$ cat src/sv/combined_lcg_shuffle_rng_unit_defines.svh
// Assertion macros for the combined LCG shuffle generator.
`ifndef COMBINED_LCG_SHUFFLE_RNG_UNIT_DEFINES_SVH
`define COMBINED_LCG_SHUFFLE_RNG_UNIT_DEFINES_SVH
`ifndef SYNTHESIS
// Same-cycle implication, sampled on clock, off during reset.
`define CLSRNG_ASSERT(label, ante, cons) \
   label: assert property (@(posedge clock) disable iff (reset) (ante) |-> (cons)) \
      else $error("clsrng check failed");
// Next-cycle implication, sampled on clock, off during reset.
`define CLSRNG_ASSERT_NEXT(label, ante, cons) \
   label: assert property (@(posedge clock) disable iff (reset) (ante) |=> (cons)) \
      else $error("clsrng check failed");
`else
`define CLSRNG_ASSERT(label, ante, cons)
`define CLSRNG_ASSERT_NEXT(label, ante, cons)
`endif
`endif

$ cat src/sv/clsrng_pkg.sv
// Shared constants and command type for the combined LCG shuffle generator.
package clsrng_pkg;

   localparam int TABLE_DEPTH_DEF = 32;
   localparam int WARMUP_EXTRA    = 8;
   localparam int RECIP_SHIFT     = 47;

   localparam logic [30:0] TOP_OUT = 31'd2147483562;

   // Per-generator constants: lane 0 is the first generator, lane 1 the second.
   localparam logic [31:0] LANE_MOD [2] = '{32'd2147483563, 32'd2147483399};
   localparam logic [15:0] LANE_MUL [2] = '{16'd40014, 16'd40692};
   localparam logic [15:0] LANE_QUO [2] = '{16'd53668, 16'd52774};
   localparam logic [13:0] LANE_REM [2] = '{14'd12211, 14'd3791};
   localparam logic [30:0] LANE_RST [2] = '{31'd1, 31'd123456789};
   localparam logic [31:0] LANE_RECIP [2] = '{
      32'((64'd1 << RECIP_SHIFT) / 64'd53668),
      32'((64'd1 << RECIP_SHIFT) / 64'd52774)
   };

   typedef struct packed {
      logic       seed_load;
      logic [1:0] gen_step;
      logic       warm_wr;
      logic       warm_last;
      logic       combine;
   } dp_cmd_type;

endpackage

$ cat src/sv/clsrng_ctrl.sv
// Sequencer for seeding, warm-up, generator steps and the shuffle combine.
module clsrng_ctrl import clsrng_pkg::*; #(
   parameter int TABLE_DEPTH = TABLE_DEPTH_DEF
) (
   input  logic                           clock,
   input  logic                           reset,
   input  logic                           req_valid,
   input  logic                           req_cmd,
   output logic                           req_ready,
   input  logic                           out_free,
   output dp_cmd_type                     dp_cmd,
   output logic [$clog2(TABLE_DEPTH)-1:0] warm_addr
);

   localparam int AW = $clog2(TABLE_DEPTH);
   localparam int CW = $clog2(TABLE_DEPTH + WARMUP_EXTRA);
   localparam logic [2:0] STEP_LAST = 3'd4;

   typedef enum logic [1:0] {ST_IDLE, ST_WARM, ST_DRAW, ST_FIN} state_type;

   state_type      state_ff, state_in;
   logic [2:0]     ph_ff, ph_in;
   logic [CW-1:0]  cnt_ff, cnt_in;
   logic           step_end;

   assign step_end  = (ph_ff == STEP_LAST);
   assign req_ready = (state_ff == ST_IDLE);
   assign warm_addr = cnt_ff[AW-1:0];

   always_comb begin
      dp_cmd             = '0;
      dp_cmd.seed_load   = (state_ff == ST_IDLE) && req_valid && req_cmd;
      dp_cmd.gen_step[0] = ((state_ff == ST_WARM) || (state_ff == ST_DRAW)) && step_end;
      dp_cmd.gen_step[1] = (state_ff == ST_DRAW) && step_end;
      dp_cmd.warm_wr     = (state_ff == ST_WARM) && step_end
                           && (cnt_ff < CW'(TABLE_DEPTH));
      dp_cmd.warm_last   = (state_ff == ST_WARM) && step_end && (cnt_ff == '0);
      dp_cmd.combine     = (state_ff == ST_FIN) && out_free;
   end

   always_comb begin
      state_in = state_ff;
      ph_in    = ph_ff;
      cnt_in   = cnt_ff;
      case (state_ff)
         ST_IDLE: begin
            ph_in = '0;
            if (req_valid) begin
               if (req_cmd) begin
                  cnt_in   = CW'(TABLE_DEPTH + WARMUP_EXTRA - 1);
                  state_in = ST_WARM;
               end else begin
                  state_in = ST_DRAW;
               end
            end
         end
         ST_WARM: begin
            if (step_end) begin
               ph_in = '0;
               if (cnt_ff == '0) begin
                  state_in = ST_DRAW;
               end else begin
                  cnt_in = cnt_ff - 1'b1;
               end
            end else begin
               ph_in = ph_ff + 1'b1;
            end
         end
         ST_DRAW: begin
            if (step_end) begin
               ph_in    = '0;
               state_in = ST_FIN;
            end else begin
               ph_in = ph_ff + 1'b1;
            end
         end
         ST_FIN: begin
            // hold until the output register can take the word
            if (out_free) begin
               state_in = ST_IDLE;
            end
         end
         default: begin
            state_in = ST_IDLE;
         end
      endcase
   end

   always_ff @(posedge clock) begin
      if (reset) begin
         state_ff <= ST_IDLE;
         ph_ff    <= '0;
         cnt_ff   <= '0;
      end else begin
         state_ff <= state_in;
         ph_ff    <= ph_in;
         cnt_ff   <= cnt_in;
      end
   end

endmodule

$ cat config.mk
export PLATFORM = sky130hd
export DESIGN_NAME = clsrng_ctrl
export DESIGN_NICKNAME = d
export VERILOG_FILES = /design/src/sv/combined_lcg_shuffle_rng_unit_defines.svh /design/src/sv/clsrng_pkg.sv /design/src/sv/clsrng_ctrl.sv
export SDC_FILE = /design/constraint.sdc
export NUM_CORES = 1
export LEC_CHECK = 0
export BUFFER_PORTS_ARGS = -buffer_cell sky130_fd_sc_hd__buf_4
export CAP_MARGIN = 10
export CORE_MARGIN = 10
export CORE_UTILIZATION = 40
export DETAILED_ROUTE_END_ITERATION = 8
export PLACE_DENSITY_LB_ADDON = 0.12
export SKIP_CTS_REPAIR_TIMING = 1
export SLEW_MARGIN = 15
export SYNTH_ARGS = -nofsm -noshare
export SYNTH_HDL_FRONTEND = slang
export SYNTH_SLANG_ARGS = --single-unit
$ cat constraint.sdc
create_clock -name clock -period 1.8 [get_ports clock]
set_input_delay 0.09 -clock clock [delete_from_list [all_inputs] [get_ports clock]]
set_output_delay 0.09 -clock clock [all_outputs]
set_load 0.01 [all_outputs]
==> metrics.md, run 1 <==
| Metric | Value |
|---|---|
| Status | finished, violations left |
| Failing checks | setup timing |
| Antenna diode count | 0 |
| Share of cells above drive strength 1 | 40.2% |
| Ports | 17 |
| #FFs+latches synth | 11 |
| Most frequent cells in the layout | buf_4, inv_1, dfxtp_1 |
| Period utilisation layout | 107% |
| YS warnings | 0 |
| Finished Cell Area | 1100 sq um |
| Cts bufs inserted | 3 |
| Mapped Area | 777 sq um |
| Max Slew Vio Count | 0 |
| Antenna Violating Nets Remaining | 0 |
| Setup WS pre-CTS | -164 ps |
| # Max-Cap Violations | 0 |
| Clock transition at the registers of the reported paths | about 80 ps |
| Die area | 4110 sq um |
| Initial Util | a little over two fifths |
| Maximum number of pins on one net before global-route repair | 15 |
| Slowest cell on crit path | or4b_4 |
| WS Path Type | reg2reg |
| Worst Skew | 1.70 ps |
| PwrDens | 1570 nW/um^2 |
| Crit path time final | 1920 ps |
| # rows | 15 |
| Post-synthesis sequential area ratio | 28.3% |
| Remaining Overflow, GRT | 0 |
| Die width | around 64 um |
| Max transition margin | 77.2% |
| Crit path launch type | flop |
| DRC violation total after the first TritonRoute iteration | 24 |
| Yosys cell types | 34 |
| Arrival @ worst endpoint | 2120 ps |
| Commonest non-fill, non-tap cell in the layout | buf_4 |
| Prevailing post-synth register cell | dfxtp_1 |
| Final hold violation count | 0 |
| Final wirelength | 2140 um |
| Setup TNS Final | -238 ps |
| Worst VDD drop | 0.879 mV |
| WHS Endpoint | ph_ff[2]$_SDFFE_PP0P_ |
| First-pass GRT wire length | 3370 um |
| Nets | 141 |
| Global Route Usage Sum | 9.76% |
| Area contributors post-synth | dfxtp_1, ha_1, inv_1, buf_4, nand2_1 |
| R2R Setup Slk | -120 ps |
| Worst R2R Start | cnt_ff[1]$_SDFFE_PP0P_ |
| Setup violations, final | 2 |
| Final hold slack | 79.1 ps |
| Post-DP Area | 1030 sq um |
| Min-Delay Path Depth | 2 |
| Die Ht | 64.1 um |
| CP max FO | 3 |
| CTS root buf | clkbuf_4 |
| Clock buffer depth | 2 |
| Vias in the first global route | 775 |
| Cell Chain, Critical Path | inv_2 > ha_4 > or4b_4 > o32a_1 > or4_1 > o31ai_1 |
| H-tree depth | 1 |
| Routed wire per std cell | 14.1 um |
| Number of flops mapped to enable cells by yosys | 0 |
| Worst reg-to-reg path cell count | 6 |
| Clk_lat worst skew | 280 ps |
| Syn nets | between 100 and 150 |
| Antenna violations before repair | 0 |
| F_max | ~0.52 GHz |
| Endpoint class of the critical path | flop |
| HPWL Detailed | 1630 um |
| Area grow syn2layout | 41.5% |
| Hold path start | reset |
| Setup WS post-layout | -119 ps |
| R2r endpoint | state_ff[0]$_SDFFE_PP0P_ |
| RSZ-0062 raised after global routing | yes |
| CTS tree | done |
| Power, Total | 1.73 mW |
| Leak Pwr | 0.515 nW |
| CP peak stage delay | roughly 460 ps |
| Worst path required time | 2000 ps |
| Area fraction of the dominant cell type after synthesis | 28.3% |
| Syn avg cell area | approximately 8.2 sq um |
| Leading area contributor after synthesis | dfxtp_1 |
| Vias | 803 |
| Port bufs | 16 |
| Hold Path Class | in2reg |
| DRC errors left | 0 |
| Drt first pass iters | 6 |
| GPL Wtd Cong | 0.833 |
| Core ar. | 1780 sq um |
| Clk sinks | 11 |
| Vias per inst | about 5.3 |
| Cells after synthesis | between 90 and 100 |
| Worst Tran Pin Value | ~340 ps |
| Asr flop ratio synth | 0% |
[cell type report]
type	count	area [sq um]
clock buffer	3	22.5
clock inverter	1	5.00
fill	158	683
inverter	11	41.3
multi-input combinational	66	514
sequential	11	223
tap	25	31.3
timing repair buffer	35	263
[report_power, final]
part           switching (mW)  internal, mW
Clock                   0.102        0.0825
Sequential             0.0645         0.325
Combinational           0.556         0.601
[metrics by stage]
step           utilization (%)  cells
3_5_place_dp              57.5    148
2_1_floorplan                -     95
5_1_grt                   61.7    152
6_report                  61.7    152
3_3_place_gp              57.5    148
4_1_cts                   59.1    152
[per-layer routing]
metal	up-vias	part of all wire [%]	wire length, um	global-route usage [%]
met5	-	0	0	0
met4	0	0.98	21	4.64
met3	4	8.2	175	3.14
met2	26	44	944	14.7
met1	367	47	995	12.2
li1	406	-	-	-
[cell families (layout without fill, tap and decap cells)]
kind of cell | Yosys count | after routing | share of synthesized area (%)
DFF | 11 | 11 | 28.3
AOI/OAI and AO/OA | 26 | 26 | 24.0
and+or+nand+nor | 31 | 31 | 22.4
muxes | 1 | 1 | 1.29
adders and majority gates | 8 | 8 | 12.9
buffers and inverters | 18 | 50 | 11.1
[critical path, delay by kind of cell, from the launching register on]
| family | cells | cell delay, ps |
|---|---|---|
| AND/OR/NAND/NOR | 2 | 870 |
| buffers and inverters | 1 | 70 |
| adder cells (fa/ha/maj) | 1 | 130 |
| flip-flops | 1 | 330 |
| AO/OA/AOI/OAI | 2 | 430 |
[registers in the layout, summed over array words and instances (netlist names)]
signal,count
ph_ff,3
state_ff,2
cnt_ff,6
[how the worst max path moves through the flow]
| stage | startpoint | end | slack (ps) | cells past startpoint |
|---|---|---|---|---|
| after floorplan | cnt_ff[0]$_SDFFE_PP0P_ | state_ff[0]$_SDFFE_PP0P_ | -110 | 6 |
| after global routing | cnt_ff[1]$_SDFFE_PP0P_ | state_ff[0]$_SDFFE_PP0P_ | -190 | 6 |
| after global placement | cnt_ff[0]$_SDFFE_PP0P_ | state_ff[0]$_SDFFE_PP0P_ | -120 | 6 |
| final | cnt_ff[1]$_SDFFE_PP0P_ | state_ff[0]$_SDFFE_PP0P_ | -120 | 6 |
| after CTS | cnt_ff[0]$_SDFFE_PP0P_ | state_ff[1]$_SDFFE_PP0P_ | -180 | 6 |
| after detailed placement | cnt_ff[0]$_SDFFE_PP0P_ | state_ff[0]$_SDFFE_PP0P_ | -160 | 6 |
[Yosys cell counts, drive strengths merged (3+ instances only)]
library cell   n
inv           11
a21oi          5
buf            5
nor2           5
a31oi          4
and3           3
nor3b          3
nand2          7
dfxtp         11
ha             8
No activity file was read; power rests on OpenSTA's default activity.
==> run 2, diff against run 1 <==
- CORE_MARGIN: 10 -> 5
==> run 2 against run 1 <==
  * Design area rose by 0.57%
  * Critical path depth did not move
  * Maximum frequency rose by 0.38%
  * Core utilization fell by 3.5 points
  * The run still ends with setup timing left
  * First-iteration DRC count fell by 42%
  * Flip-flop and latch count did not move
  * Highest routed layer unchanged
  * Hold slack improved by 14 ps
  * Register-to-register slack barely moved
  * Via count rose by 0.25%
  * Cell count did not move
==> metrics.md, run 2 (synthesis gave the netlist of run 1 again) <==
| Metric | Value |
|---|---|
| Port bufs | 16 (unchanged) |
| Max transition margin | 78.3% (+1.1 points) |
| Clk_lat worst skew | 270 ps (about the same) |
| Most frequent cells in the layout | buf_4, inv_1, dfxtp_1 |
| Die Ht | 54.1 um (-16%) |
| Final wirelength | 2090 um (-2.3%) |
| Leak Pwr | 0.508 nW (-1.5%) |
| DRC errors left | 0 (unchanged) |
| CTS root buf | clkbuf_4 |
| Ports | 17 (unchanged) |
| RSZ-0062 raised after global routing | yes |
| Antenna Violating Nets Remaining | 0 (unchanged) |
| GPL Wtd Cong | 0.811 (-2.7%) |
| Crit path launch type | flop |
| Clock buffer depth | 2 (unchanged) |
| DRC violation total after the first TritonRoute iteration | 14 (-42%) |
| Regs by FF count | cnt_ff (6), ph_ff (3), state_ff (2) |
| WS Path Type | reg2reg |
| Commonest non-fill, non-tap cell in the layout | buf_4 |
| CP delay by family, top | simple AND/OR/NAND/NOR gates |
| CP bufs+invs | 1 (unchanged) |
| Area grow syn2layout | 42.4% |
| # Max-Cap Violations | 0 (unchanged) |
| Cell Chain, Critical Path | inv_2 > ha_4 > or4b_4 > o32a_1 > or4_1 > o31ai_2 |
| Finished Cell Area | 1110 sq um (+0.57%) |
| Slowest cell on crit path | or4b_4 |
| Cts bufs inserted | 3 (unchanged) |
| Crit path time final | 1910 ps (-7.32 ps) |
| CTS tree | done |
| F_max | 0.523 GHz (+0.38%) |
| Vias per inst | 5.30 (+0.25%) |
| Routed wire per std cell | 13.7 um (-2.3%) |
| Initial Util | 40.9% (-2.7 points) |
| Global Route Usage Sum | 15.4% (+5.7 points) |
| Register with the most flip-flops | cnt_ff |
| HPWL Detailed | 1550 um (-5.0%) |
| Worst path required time | 1990 ps (about the same) |
| Arrival @ worst endpoint | 2110 ps (about the same) |
| # rows | 16 (+1) |
| Max Slew Vio Count | 0 (unchanged) |
| Share of cells above drive strength 1 | 43.2% (+3.0 points) |
| Die area | 2920 sq um (-29%) |
| Antenna diode count | 0 (unchanged) |
| Post-DP Area | 1010 sq um (-2.0%) |
| Die width | 54.1 um (-16%) |
| Maximum number of pins on one net before global-route repair | 15 (unchanged) |
| Clock transition at the registers of the reported paths | 70 ps (about the same) |
| Clock share of power | 9.9% (-0.8 points) |
| Worst Tran Pin Value | 325 ps (-17.9 ps) |
| Cell internal pwr | 1.01 mW (-0.23%) |
| Number of flip-flops in the largest register | 6 (unchanged) |
| CP peak stage delay | 450 ps (about the same) |
| Worst Skew | 0.895 ps (-0.802 ps) |
| Clk sinks | 11 (unchanged) |
| Setup WS post-layout | -112 ps (+7.32 ps) |
| Remaining Overflow, GRT | 0 (unchanged) |
| Vias | 805 (+0.25%) |
| H-tree depth | 1 (unchanged) |
| First-pass GRT wire length | 3270 um (-3.1%) |
| Period utilisation layout | 106% (-0.41 points) |
| Flop pwr share | 22.5% (about the same) |
| Nets | 139 (-1.4%) |
| Antenna violations before repair | 0 (unchanged) |
| Psw | 725 uW (+0.34%) |
| Comb power frac | 67.6% (+0.8 points) |
| Drt first pass iters | 4 (-2) |
| PwrDens | 1570 nW/um^2 (-0.56%) |
| Endpoint class of the critical path | flop |
| Setup violations, final | 2 (unchanged) |
| Worst VDD drop | 0.879 mV (about the same) |
| Failing checks | setup timing |
| Final hold violation count | 0 (unchanged) |
| Vias in the first global route | 771 (-0.52%) |
| Final hold slack | 93.5 ps (+14.4 ps) |
| Sw frac | 41.9% (+0.14 points) |
| Core ar. | 1900 sq um (+6.7%) |
| Hold Path Class | in2reg |
| Setup TNS Final | -205 ps (+33.5 ps) |
| CP max FO | 3 (unchanged) |
| Status | finished, violations left |
==> run 2: cell types whose count changed in the layout (fill, tap and decap cells not counted), sizes merged <==
cell,before,now
buf,35,33
==> run 2: metal layers <==
layer | part of all wire (%) | up-vias | global-route usage [%] | routed length, um
met3 | 5.5 | 4 | 5.26 | 115
li1 | - | 401 | - | -
met4 | 0.81 | 0 | 4.15 | 17
met5 | 0 | - | 0 | 0
met2 | 50 | 15 | 25.2 | 1040
met1 | 44 | 385 | 19.2 | 915
==> run 2: final timing paths <==
path	from	to	slack [ps]	cells after the start
setup / recovery	cnt_ff[1]$_SDFFE_PP0P_	state_ff[0]$_SDFFE_PP0P_	-110	6
hold / removal	reset	cnt_ff[1]$_SDFFE_PP0P_	90	2
setup reg to reg	cnt_ff[1]$_SDFFE_PP0P_	state_ff[0]$_SDFFE_PP0P_	-110	6
hold reg to reg	ph_ff[0]$_SDFFE_PP0P_	ph_ff[0]$_SDFFE_PP0P_	480	2
==> run 2: cell type report <==
cell class / count / area (sq um)
fill: 175 / 796
multi-input combinational: 66 / 533
tap: 27 / 33.8
clock buffer: 3 / 22.5
inverter: 11 / 41.3
clock inverter: 1 / 5.00
sequential: 11 / 223
timing repair buffer: 33 / 248
==> run 2: per-stage QoR <==
step	power, mW	instances	worst slack (ps)	utilization (%)
floorplan	0.975	95	-114	-
global placement	1.38	147	-116	52.9
detailed placement	1.39	147	-155	52.9
CTS	1.57	151	-177	54.3
global route	1.89	152	-197	58.2
finish	1.73	152	-112	58.2
==> run 2: power by group through the flow <==
stage               Combinational, mW  Sequential (mW)  Clock [mW]
floorplan                       0.591            0.384           0
global placement                0.994            0.384           0
detailed placement               1.01            0.386           0
CTS                              1.01            0.379       0.177
global route                     1.29            0.402       0.194
finish                           1.17            0.391       0.171
